### src/rtl/pcrs_pkg.sv
package pcrs_pkg;

    localparam int DEF_MAX_BINS     = 1024;
    localparam int DEF_CORDIC_STEPS = 16;

    localparam int CFG_IDX_W  = 3;
    localparam int CFG_DATA_W = 32;
    localparam int COORD_W    = 32;
    localparam int RANGE_W    = 32;
    localparam int ANGLE_W    = 19;
    localparam int COUNT_W    = 11;
    localparam int INDEX_W    = 10;
    localparam int STATUS_W   = 2;
    localparam int STEP_W     = 5;

    localparam logic [CFG_IDX_W-1:0] CFG_ANGLE_LOW  = 3'd0;
    localparam logic [CFG_IDX_W-1:0] CFG_ANGLE_HIGH = 3'd1;
    localparam logic [CFG_IDX_W-1:0] CFG_ANGLE_STEP = 3'd2;
    localparam logic [CFG_IDX_W-1:0] CFG_RANGE_LOW  = 3'd3;
    localparam logic [CFG_IDX_W-1:0] CFG_RANGE_HIGH = 3'd4;
    localparam logic [CFG_IDX_W-1:0] CFG_BIN_COUNT  = 3'd5;

    localparam logic OP_ACCUMULATE = 1'b0;
    localparam logic OP_READ       = 1'b1;

    localparam logic [STATUS_W-1:0] ST_HIT    = 2'd0;
    localparam logic [STATUS_W-1:0] ST_EMPTY  = 2'd1;
    localparam logic [STATUS_W-1:0] ST_BEYOND = 2'd2;

    localparam logic [RANGE_W-1:0] NO_RETURN = '1;
    localparam logic signed [33:0] HALF_PI_Q30 = 34'sd1686629713;

    typedef struct packed {
        logic              in_rdy;
        logic              sq_x;
        logic              sq_y;
        logic              iter;
        logic              cordic_en;
        logic [STEP_W-1:0] step;
        logic              check;
        logic              div;
        logic              acc_rd;
        logic              acc_wr;
        logic              rd_rd;
        logic              rd_clr;
        logic              out_load;
        logic              out_miss;
        logic              clr_wr;
    } t_cmd;

    typedef struct packed {
        logic in_valid;
        logic op;
        logic idx_ok;
        logic pass;
        logic bin_ok;
        logic out_busy;
        logic clr_last;
    } t_status;

    function automatic logic [30:0] atan_q30(input logic [STEP_W-1:0] i);
        logic [30:0] v;
        unique case (i)
            5'd0:  v = 31'd843314857;
            5'd1:  v = 31'd497837829;
            5'd2:  v = 31'd263043837;
            5'd3:  v = 31'd133525159;
            5'd4:  v = 31'd67021687;
            5'd5:  v = 31'd33543516;
            5'd6:  v = 31'd16775851;
            5'd7:  v = 31'd8388437;
            5'd8:  v = 31'd4194283;
            5'd9:  v = 31'd2097149;
            5'd10: v = 31'd1048576;
            5'd11: v = 31'd524288;
            5'd12: v = 31'd262144;
            5'd13: v = 31'd131072;
            5'd14: v = 31'd65536;
            5'd15: v = 31'd32768;
            5'd16: v = 31'd16384;
            5'd17: v = 31'd8192;
            5'd18: v = 31'd4096;
            5'd19: v = 31'd2048;
            5'd20: v = 31'd1024;
            5'd21: v = 31'd512;
            5'd22: v = 31'd256;
            5'd23: v = 31'd128;
            5'd24: v = 31'd64;
            5'd25: v = 31'd32;
            5'd26: v = 31'd16;
            5'd27: v = 31'd8;
            5'd28: v = 31'd4;
            5'd29: v = 31'd2;
            5'd30: v = 31'd1;
            5'd31: v = 31'd1;
            default: v = 31'd0;
        endcase
        return v;
    endfunction

endpackage

### src/rtl/pcrs_ctrl.sv
module pcrs_ctrl
    import pcrs_pkg::*;
#(
    parameter int CORDIC_STEPS = DEF_CORDIC_STEPS
) (
    input  logic    i_clk,
    input  logic    i_rst_n,
    input  t_status i_status,
    output t_cmd    o_cmd
);
    localparam int STEPS = (CORDIC_STEPS < 32) ? CORDIC_STEPS : 32;
    localparam logic [STEP_W-1:0] LAST_ROOT = STEP_W'(31);
    localparam logic [STEP_W-1:0] LAST_DIV  = STEP_W'(19);

    typedef enum logic [3:0] {
        S_CLEAR, S_IDLE, S_DEC, S_SQY, S_ITER, S_CHECK,
        S_DIV, S_BIN, S_ACC_WR, S_RD_OUT, S_MISS
    } t_state;

    t_state            r_state;
    logic [STEP_W-1:0] r_cnt;

    always_ff @(posedge i_clk) begin
        if (!i_rst_n) begin
            r_state <= S_CLEAR;
            r_cnt   <= '0;
        end else begin
            unique case (r_state)
                S_CLEAR: if (i_status.clr_last) r_state <= S_IDLE;
                S_IDLE:  if (i_status.in_valid) r_state <= S_DEC;
                S_DEC: begin
                    if (i_status.op == OP_ACCUMULATE) begin
                        r_state <= S_SQY;
                    end else if (i_status.idx_ok) begin
                        r_state <= S_RD_OUT;
                    end else begin
                        r_state <= S_MISS;
                    end
                end
                S_SQY: begin
                    r_state <= S_ITER;
                    r_cnt   <= '0;
                end
                S_ITER: begin
                    r_cnt <= r_cnt + STEP_W'(1);
                    if (r_cnt == LAST_ROOT) r_state <= S_CHECK;
                end
                S_CHECK: begin
                    r_cnt   <= '0;
                    r_state <= i_status.pass ? S_DIV : S_IDLE;
                end
                S_DIV: begin
                    r_cnt <= r_cnt + STEP_W'(1);
                    if (r_cnt == LAST_DIV) r_state <= S_BIN;
                end
                S_BIN:    r_state <= i_status.bin_ok ? S_ACC_WR : S_IDLE;
                S_ACC_WR: r_state <= S_IDLE;
                S_RD_OUT: if (!i_status.out_busy) r_state <= S_IDLE;
                S_MISS:   if (!i_status.out_busy) r_state <= S_IDLE;
                default:  r_state <= S_IDLE;
            endcase
        end
    end

    always_comb begin
        o_cmd           = '0;
        o_cmd.step      = r_cnt;
        o_cmd.in_rdy    = (r_state == S_IDLE);
        o_cmd.clr_wr    = (r_state == S_CLEAR);
        o_cmd.sq_x      = (r_state == S_DEC) && (i_status.op == OP_ACCUMULATE);
        o_cmd.rd_rd     = (r_state == S_DEC) && (i_status.op == OP_READ) && i_status.idx_ok;
        o_cmd.sq_y      = (r_state == S_SQY);
        o_cmd.iter      = (r_state == S_ITER);
        o_cmd.cordic_en = (r_state == S_ITER) && (32'(r_cnt) < STEPS);
        o_cmd.check     = (r_state == S_CHECK);
        o_cmd.div       = (r_state == S_DIV);
        o_cmd.acc_rd    = (r_state == S_BIN) && i_status.bin_ok;
        o_cmd.acc_wr    = (r_state == S_ACC_WR);
        o_cmd.out_load  = ((r_state == S_RD_OUT) || (r_state == S_MISS)) && !i_status.out_busy;
        o_cmd.rd_clr    = (r_state == S_RD_OUT) && !i_status.out_busy;
        o_cmd.out_miss  = (r_state == S_MISS);
    end
endmodule

### config.mk
export PLATFORM = sky130hd
export DESIGN_NAME = pcrs_ctrl
export DESIGN_NICKNAME = d
export VERILOG_FILES = /design/src/rtl/pcrs_pkg.sv /design/src/rtl/pcrs_ctrl.sv
export SDC_FILE = /design/constraint.sdc
export NUM_CORES = 1
export LEC_CHECK = 0
export BUFFER_PORTS_ARGS = -buffer_cell sky130_fd_sc_hd__buf_2
export CORE_MARGIN = 2
export CORE_UTILIZATION = 41
export DETAILED_ROUTE_END_ITERATION = 10
export PLACE_DENSITY = 0.69
export SYNTH_ARGS = -nofsm -noshare
export SYNTH_HDL_FRONTEND = slang
export SYNTH_SLANG_ARGS = --single-unit
### constraint.sdc
create_clock -name i_clk -period 2.2 [get_ports i_clk]
set_input_delay 0.22 -clock i_clk [delete_from_list [all_inputs] [get_ports i_clk]]
set_output_delay 0.22 -clock i_clk [all_outputs]
set_load 0.005 [all_outputs]
==> results.toml, run 1 <==
[status]
outcome = "finished clean"

[floorplanning]
fp-row-count = 15
io_pins = 28
die_area_sq_um = 2126
die_w_um = 46.11
initial_core_util_pct = 43.04
die_h_um = 46.11
coreArea_sq_um = 1689

[synthesis]
synth_seq_cells = 9
ys.flop_type = "dfxtp_1"
yosysSeqAreaShare_pct = 24.78
synth_warnings = 0
synthTopCellsByArea = "dfxtp_1, nor3_1, nor2_1"
synth.largest_area_cell = "dfxtp_1"
netlist_instances = 91
avgSynthCellArea_sq_um = 7.988
synth_top_area_share_pct = 24.78
syn-num-nets = 102
synth_edf_count = 0
yosysUniqueCellTypes = 40
netlist_area_sq_um = 726.9
async_flop_share_pct = 0

[cts]
cts_sinks = 9
cts_resized = 0
cts_buffer_depth = 2
htree_levels = 1
cts_setup_buffers = 0
cts_root_buffer = "clkbuf_4"
numCtsBuffers = 3
clk_pin_slew_ns = 0.06
tritoncts = "done"
clock_latency_ns = 0.27
hold_buffers = 0

[sta]
tightest_slew_ns = 0.5982
setup_violations = 0
post-route-period-util_pct = 86.98
period_needed_ns = 1.913
fmax_mhz = 522.6
setup_tns_ns = 0
setup_ws_ns = 0.2865
final_max_slew_viol_count = 0
hold_viol_final = 0
timing.slew.headroom_pct = 60.07
rsz0062_at_grt = "false"
fin_skew_ns = 0.009270

[finish]
area_delta_synth_final_pct = 19.79
fill_cells = 168
design_area_sq_um = 870.8
final_cells = 134
finish.utilization_pct = 51.56
mostFrequentLayoutCells = "buf_2, nor2_1, nor3_1, dfxtp_1, a21oi_1"
nNetsFinal = 129
diodes = 0
drive_above_1_share_pct = 32.48
layout_commonest_cell = "buf_2"

[hold_path]
hold_class = "input pin to register"

[route]
wl_mm = 1.779
vias = 780
drt_pre_antenna_iters = 4
drt_iter0_drc = 11
ant_nets = 0
drc = 0
viasPerCell = 5.821
wl_per_cell_um = 13.28

[placement]
gp_congestion = 0.7608
pre_cts_ws_ns = 0.3361
placed_cells = 130
io_buffers = 27
dp_hpwl_mm = 1.318
place_area_sq_um = 844.6

[critical_path]
end_kind = "output port"
criticalPathCategory = "register to output port"
cp.arrival_ns = 1.69
cp_slowest_cell = "dfxtp_1"
critPathLaunchType = "register"
required_ns = 1.98
max_stage_delay_ns = 0.66
crit_chain = "or4b_4 > nor2_1 > buf_2"
worstPathMaxFanout = 19

[global_route]
grt_pass1_vias = 648
antenna_found_initial = 0
grt_pass1_wl_mm = 2.739
grt_max_degree = 20
track_usage_pct = 17.93
gr-total-overflow = 0

[power_and_ir_drop]
combPwrFrac_pct = 38.6
powerDensity_nw_per_um2 = 700.0
power_frac_seq_pct = 39.7
netSwitchingPower_mw = 0.2437
leakage_nw = 0.4053
ir_worst_vdd_mv = 0.3865
swShare_pct = 39.98
clock_power_share_pct = 21.7
p_int_mw = 0.3659

[run]
cap_violations = 0
==> layout make-up <==
class / instances / area, sq um / area share [%]
sequential: 9 / 180.2 / 20.69
multi-input combinational: 71 / 481.7 / 55.32
tap: 17 / 21.27 / 2.443
clock buffer: 4 / 26.28 / 3.017
inverter: 5 / 18.77 / 2.155
timing repair buffer: 28 / 142.6 / 16.38
==> kinds of logic after synthesis <==
group / Yosys count / share of synthesized area, %
fa+ha+maj: 2 / 3.442
compound gates: 23 / 23.06
simple gates: 44 / 35.97
xor+xnor: 1 / 2.238
mux: 1 / 1.549
flops: 9 / 24.78
buf+inv: 11 / 8.948
==> worst max-delay path, delay by kind of cell (launching register included) <==
kind	cells	cell delay, ns
buf+inv	1	0.11
flops	1	0.66
simple gates	2	0.66
==> cells in the mapped netlist, drive strengths merged, types with 2 or more instances <==
master  number
dfxtp        9
nor2         9
nor3         9
o21ai        6
a21oi        5
inv          5
buf          4
nand2        4
nor4         4
nand2b       3
a22oi        2
a31oi        2
and3b        2
clkbuf       2
ha           2
nand3        2
nand3b       2
==> per-stage QoR <==
step | power, mW | hold WS (ns)
global placement | 0.4753 | 0.5055
finish | 0.6096 | 0.2322
global route | 0.6548 | 0.2455
detailed placement | 0.4791 | 0.5008
floorplan | 0.4355 | 0.3512
CTS | 0.6111 | 0.2291
==> state kept, by name, indices dropped and copies added (netlist names) <==
register / cells
r_cnt: 5
r_state: 4
==> power by group through the flow <==
stage | Clock [mW] | Combinational (mW) | Sequential [mW]
2_1_floorplan | 0 | 0.240 | 0.195
3_3_place_gp | 0 | 0.232 | 0.243
3_5_place_dp | 0 | 0.233 | 0.246
4_1_cts | 0.134 | 0.235 | 0.241
5_1_grt | 0.144 | 0.264 | 0.247
6_report | 0.132 | 0.236 | 0.242
==> final timing paths <==
| kind | endpoint | slack (ns) | startpoint | depth (start not counted) |
|---|---|---|---|---|
| min reg2reg | r_cnt[3] | 0.53 | r_cnt[3] | 1 |
| min | r_state[0] | 0.23 | i_rst_n | 2 |
| max reg2reg | r_state[1] | 0.33 | r_state[0] | 4 |
| max | o_cmd[14] | 0.29 | r_state[2] | 3 |
==> per-layer routing <==
metal / wire length (um) / GRT usage, %
met1: 807 / 21.48
met2: 851 / 30.28
met3: 81 / 2.353
met4: 38 / 10.29
met5: 0 / 0
No activity file was read; power rests on OpenSTA's default activity.
==> run 2: changes to the inputs <==
Clock period 2.2 ns to 1.8 ns, I/O delays scaled along.
==> run 2 against run 1 <==
Power rose by 31%. Final cell count up 5.2%. Critical path depth did not move. Wire length up 0.11%. Critical path type unchanged. Critical endpoint unchanged. Largest cell class unchanged. Highest routed layer unchanged.
==> results.toml, run 2 (synthesis gave the netlist of run 1 again) <==
[finish]
drive_above_1_share_pct = 41.94
nNetsFinal = 136
diodes = 0
top_regs = "r_cnt (5), r_state (4)"
final_cells = 141
largest_reg_flops = 5
area_delta_synth_final_pct = 30.46
mostFrequentLayoutCells = "buf_2, nor2_1, nor3_1"
fill_cells = 172
design_area_sq_um = 948.4
layout_commonest_cell = "buf_2"
largest_register = "r_cnt"

[cts]
clk_pin_slew_ns = 0.06
cts_buffer_depth = 2
hold_buffers = 0
cts_root_buffer = "clkbuf_4"
cts_sinks = 9
htree_levels = 1
numCtsBuffers = 3
clock_latency_ns = 0.26
tritoncts = "done"

[critical_path]
r2r_slack_ns = 0.11
criticalPathCategory = "register to output port"
max_stage_delay_ns = 0.55
r2r-start = "r_cnt[1]"
worstPathMaxFanout = 13
cp_slowest_cell = "or4b_4"
end_kind = "output port"
r2r_cells = 6
path_delay_family = "simple AND/OR/NAND/NOR gates"
critPathLaunchType = "register"
cp.arrival_ns = 1.54
crit_chain = "or4b_4 > nor2_1 > buf_2"
path_buf_inv = 1
r2r_end = "r_state[1]"
required_ns = 1.62

[sta]
setup_ws_ns = 0.07544
post-route-period-util_pct = 95.81
timing.slew.headroom_pct = 74.72
setup_violations = 0
rsz0062_at_grt = "false"
whs_ns = 0.1936
fmax_mhz = 579.9
final_max_slew_viol_count = 0
period_needed_ns = 1.725
setup_tns_ns = 0
fin_skew_ns = 0.008156
hold_viol_final = 0
tightest_slew_ns = 0.3784

[floorplanning]
coreArea_sq_um = 1689
die_h_um = 46.11
io_pins = 28
die_w_um = 46.11
fp-row-count = 15
die_area_sq_um = 2126
initial_core_util_pct = 43.04

[power_and_ir_drop]
netSwitchingPower_mw = 0.3061
ir_worst_vdd_mv = 0.5149
powerDensity_nw_per_um2 = 842.6
p_int_mw = 0.4931
leakage_nw = 0.4409
combPwrFrac_pct = 46.0
power_frac_seq_pct = 34.7
clock_power_share_pct = 19.3
swShare_pct = 38.30

[placement]
pre_cts_ws_ns = 0.03973
place_area_sq_um = 897.1
gp_congestion = 0.8031
io_buffers = 27
dp_hpwl_mm = 1.391
placed_cells = 137

[status]
outcome = "finished clean"

[hold_path]
whs_path_depth = 2
hp-start = "i_rst_n"
holdPathEnd = "r_state[0]"
hold_class = "input pin to register"

[global_route]
antenna_found_initial = 0
grt_max_degree = 14
track_usage_pct = 17.93
grt_pass1_wl_mm = 2.842
grt_pass1_vias = 692
gr-total-overflow = 0

[run]
cap_violations = 0

[route]
viasPerCell = 5.596
drt_pre_antenna_iters = 4
wl_mm = 1.781
drt_iter0_drc = 13
drc = 0
wl_per_cell_um = 12.63
vias = 789
ant_nets = 0
==> run 2: area by class of cell <==
class / instances / area, sq um / area share [%]
Tap cell: 17 / 21.27 / 2.243
Sequential cell: 9 / 185.2 / 19.53
Timing Repair Buffer: 35 / 195.2 / 20.58
Multi-Input combinational cell: 71 / 501.7 / 52.90
Inverter: 5 / 18.77 / 1.979
Clock buffer: 4 / 26.28 / 2.770
==> run 2: through the flow <==
step	utilization, %	total power [mW]
finish	56.15	0.7991
global route	56.15	0.8632
CTS	54.67	0.7868
detailed placement	53.11	0.6301
global placement	53.11	0.6218
floorplan	-	0.5322
==> run 2: how the worst max path moves through the flow <==
stage	startpoint	to	slack, ns	cells after the start
after floorplan	r_cnt[0]	r_state[1]	0.10	6
after global placement	r_cnt[1]	r_state[1]	0.12	6
after detailed placement	r_cnt[1]	r_state[1]	0.04	6
after CTS	r_cnt[1]	r_state[1]	0.01	6
after global routing	r_state[2]	o_cmd[14]	0.01	3
final	r_state[2]	o_cmd[14]	0.08	3
==> run 2: routing by layer <==
metal	global-route usage, %	vias up	share of wire [%]
met3	2.353	2	4.7
met2	30.00	27	46
met4	5.143	0	0.95
met1	23.87	356	48
met5	0	-	0
li1	-	404	-
==> run 2: power by group through the flow <==
stage               clock [mW]  sequential, mW  combinational [mW]
finish                   0.154           0.277               0.368
detailed placement           0           0.277               0.353
floorplan                    0           0.239               0.294
global placement             0           0.276               0.345
CTS                      0.161           0.273               0.353
global route             0.168           0.283               0.411
==> run 2: what timing repair did <==
action / in CTS / in global routing
setup buffers: 0 / 0
setup endpoints to repair: 0 / 2
gates resized for setup: 0 / 8
==> run 3: changes to the inputs <==
Settings changed: BUFFER_PORTS_ARGS -buffer_cell sky130_fd_sc_hd__buf_2 to -buffer_cell sky130_fd_sc_hd__buf_4.
==> run 3 against run 2 <==
Via count grew 1.3%. Combinational power grew 4%. Final area up 6.1%. Final cell count unchanged. Global-route usage increased by 1.5 points. Wire length is 5.2% higher. Worst hold slack got worse by 0.0098 ns. Largest cell class unchanged. Non-clock buffer count stayed put.
==> results.toml, run 3 (synthesis gave the netlist of run 1 again) <==
[finish]
area_delta_synth_final_pct = 38.38
mostFrequentLayoutCells = "buf_4, nor2_1, nor3_1"
largest_reg_flops = 5
layout_commonest_cell = "buf_4"
largest_register = "r_cnt"
drive_above_1_share_pct = 38.71
nNetsFinal = 136
fill_cells = 176
diodes = 0
top_regs = "r_cnt (5), r_state (4)"

[floorplanning]
io_pins = 28
die_area_sq_um = 2126
die_h_um = 46.11
initial_core_util_pct = 43.04
fp-row-count = 15
die_w_um = 46.11
coreArea_sq_um = 1689

[critical_path]
required_ns = 2.00
crit_end = "r_state[1]"
worstPathMaxFanout = 5
path_delay_family = "simple AND/OR/NAND/NOR gates"
r2r-start = "r_cnt[0]"
critical_path.startpoint = "r_cnt[0]"
cp.arrival_ns = 1.89
r2r_end = "r_state[1]"
cp_slowest_cell = "or4_1"
critPathLaunchType = "register"
crit_chain = "ha_4 > and3_1 > ha_1 > o32ai_4 > or4_1 > a21oi_1"
criticalPathCategory = "register to register"
path_buf_inv = 0
r2r_cells = 6
path_depth = 6
max_stage_delay_ns = 0.51
r2r_slack_ns = 0.10
end_kind = "register"

[cts]
tritoncts = "done"
cts_sinks = 9
htree_levels = 1
cts_root_buffer = "clkbuf_4"
clk_pin_slew_ns = 0.06
clock_latency_ns = 0.26
cts_setup_buffers = 0
numCtsBuffers = 3
cts_buffer_depth = 2

[sta]
tightest_slew_ns = 0.4428
setup_tns_ns = 0
rsz0062_at_grt = "false"
post-route-period-util_pct = 94.23
timing.slew.headroom_pct = 70.44
period_needed_ns = 1.696
fmax_mhz = 589.5
hold_viol_final = 0
final_max_slew_viol_count = 0
fin_skew_ns = 0.0002513
whs_ns = 0.1838
setup_violations = 0

[global_route]
met1_usage_pct = 22.75
grt_most_used_layer = "met2"
antenna_found_initial = 0
grt_pass1_vias = 726
grt_pass1_wl_mm = 3.001
gr-total-overflow = 0
grt_max_degree = 13
track_usage_pct = 19.41
grtUsageMet2_pct = 34.72
met3_usage_pct = 1.176

[power_and_ir_drop]
leakage_nw = 0.4456
power_mw = 0.8166
ir_worst_vdd_mv = 0.6976
powerDensity_nw_per_um2 = 811.7

[route]
viasPerCell = 5.667
wl_mm = 1.874
drt_iter0_drc = 5
vias = 799
wl_per_cell_um = 13.29
drc = 0
drt_pre_antenna_iters = 2
ant_nets = 0

[placement]
dp_hpwl_mm = 1.480
io_buffers = 27
gp_congestion = 0.7977

[hold_path]
hold_class = "input pin to register"

[status]
outcome = "finished clean"

[run]
cap_violations = 0
[run 3: cell count changes in the layout (fill, tap and decap cells not counted), moves of 2 or more]
| cell | delta |
|---|---|
| buf_2 | -27 |
| dfxtp_2 | -2 |
| dfxtp_1 | +2 |
| buf_4 | +27 |
[run 3: per-layer routing]
metal | share of wire, % | up-vias
li1 | - | 405
met1 | 43 | 369
met2 | 50 | 20
met3 | 4.4 | 5
met4 | 2.0 | 0
met5 | 0 | -
[run 3: report_power, final]
group	total (mW)	leakage (nW)	switching (mW)	internal, mW
logic	0.384	0.357	0.182	0.202
registers	0.276	0.0740	0.0567	0.219
clock network	0.157	0.0150	0.0716	0.0855
total	0.817	0.446	0.310	0.506
[run 3: worst min path at each step]
stage / start / slack, ns / end / cells past startpoint
after detailed placement: i_rst_n / 0.46 / r_state[0] / 2
after global placement: i_rst_n / 0.47 / r_cnt[3] / 3
after CTS: i_rst_n / 0.19 / r_state[0] / 2
after floorplan: i_rst_n / 0.31 / r_state[0] / 1
final: i_rst_n / 0.18 / r_state[0] / 2
after global routing: i_rst_n / 0.19 / r_state[0] / 2
[run 3: timing repair]
| action | 4_1_cts | 5_1_grt |
|---|---|---|
| setup endpoints to repair | 0 | 3 |
| hold buffers | 0 | 0 |
| gates resized for setup | 0 | 4 |
[run 3: metrics by stage]
stage	setup WS (ns)	std cells	cell area, sq um	utilization [%]
finish	0.1038	141	1006	59.56
global route	0.01522	141	1006	59.56
CTS	0.01913	141	991.0	58.67
detailed placement	0.04708	137	964.7	57.11
global placement	0.1178	137	964.7	57.11
floorplan	0.1044	91	726.9	-
[run 3: worst register-to-register path: cells and delay by family (launching register included)]
kind / cells / cell delay [ns]
AOI/OAI and AO/OA: 2 / 0.24
adders and majority gates: 2 / 0.34
DFF: 1 / 0.38
and+or+nand+nor: 2 / 0.67
[run 3: area by class of cell]
cell class	instances	area [sq um]	area share [%]
well taps	17	21.27	2.114
inverters	5	18.77	1.866
repair buffers	35	262.8	26.12
flip-flops and latches	9	182.7	18.16
multi-input cells	71	494.2	49.13
clock buffers	4	26.28	2.612
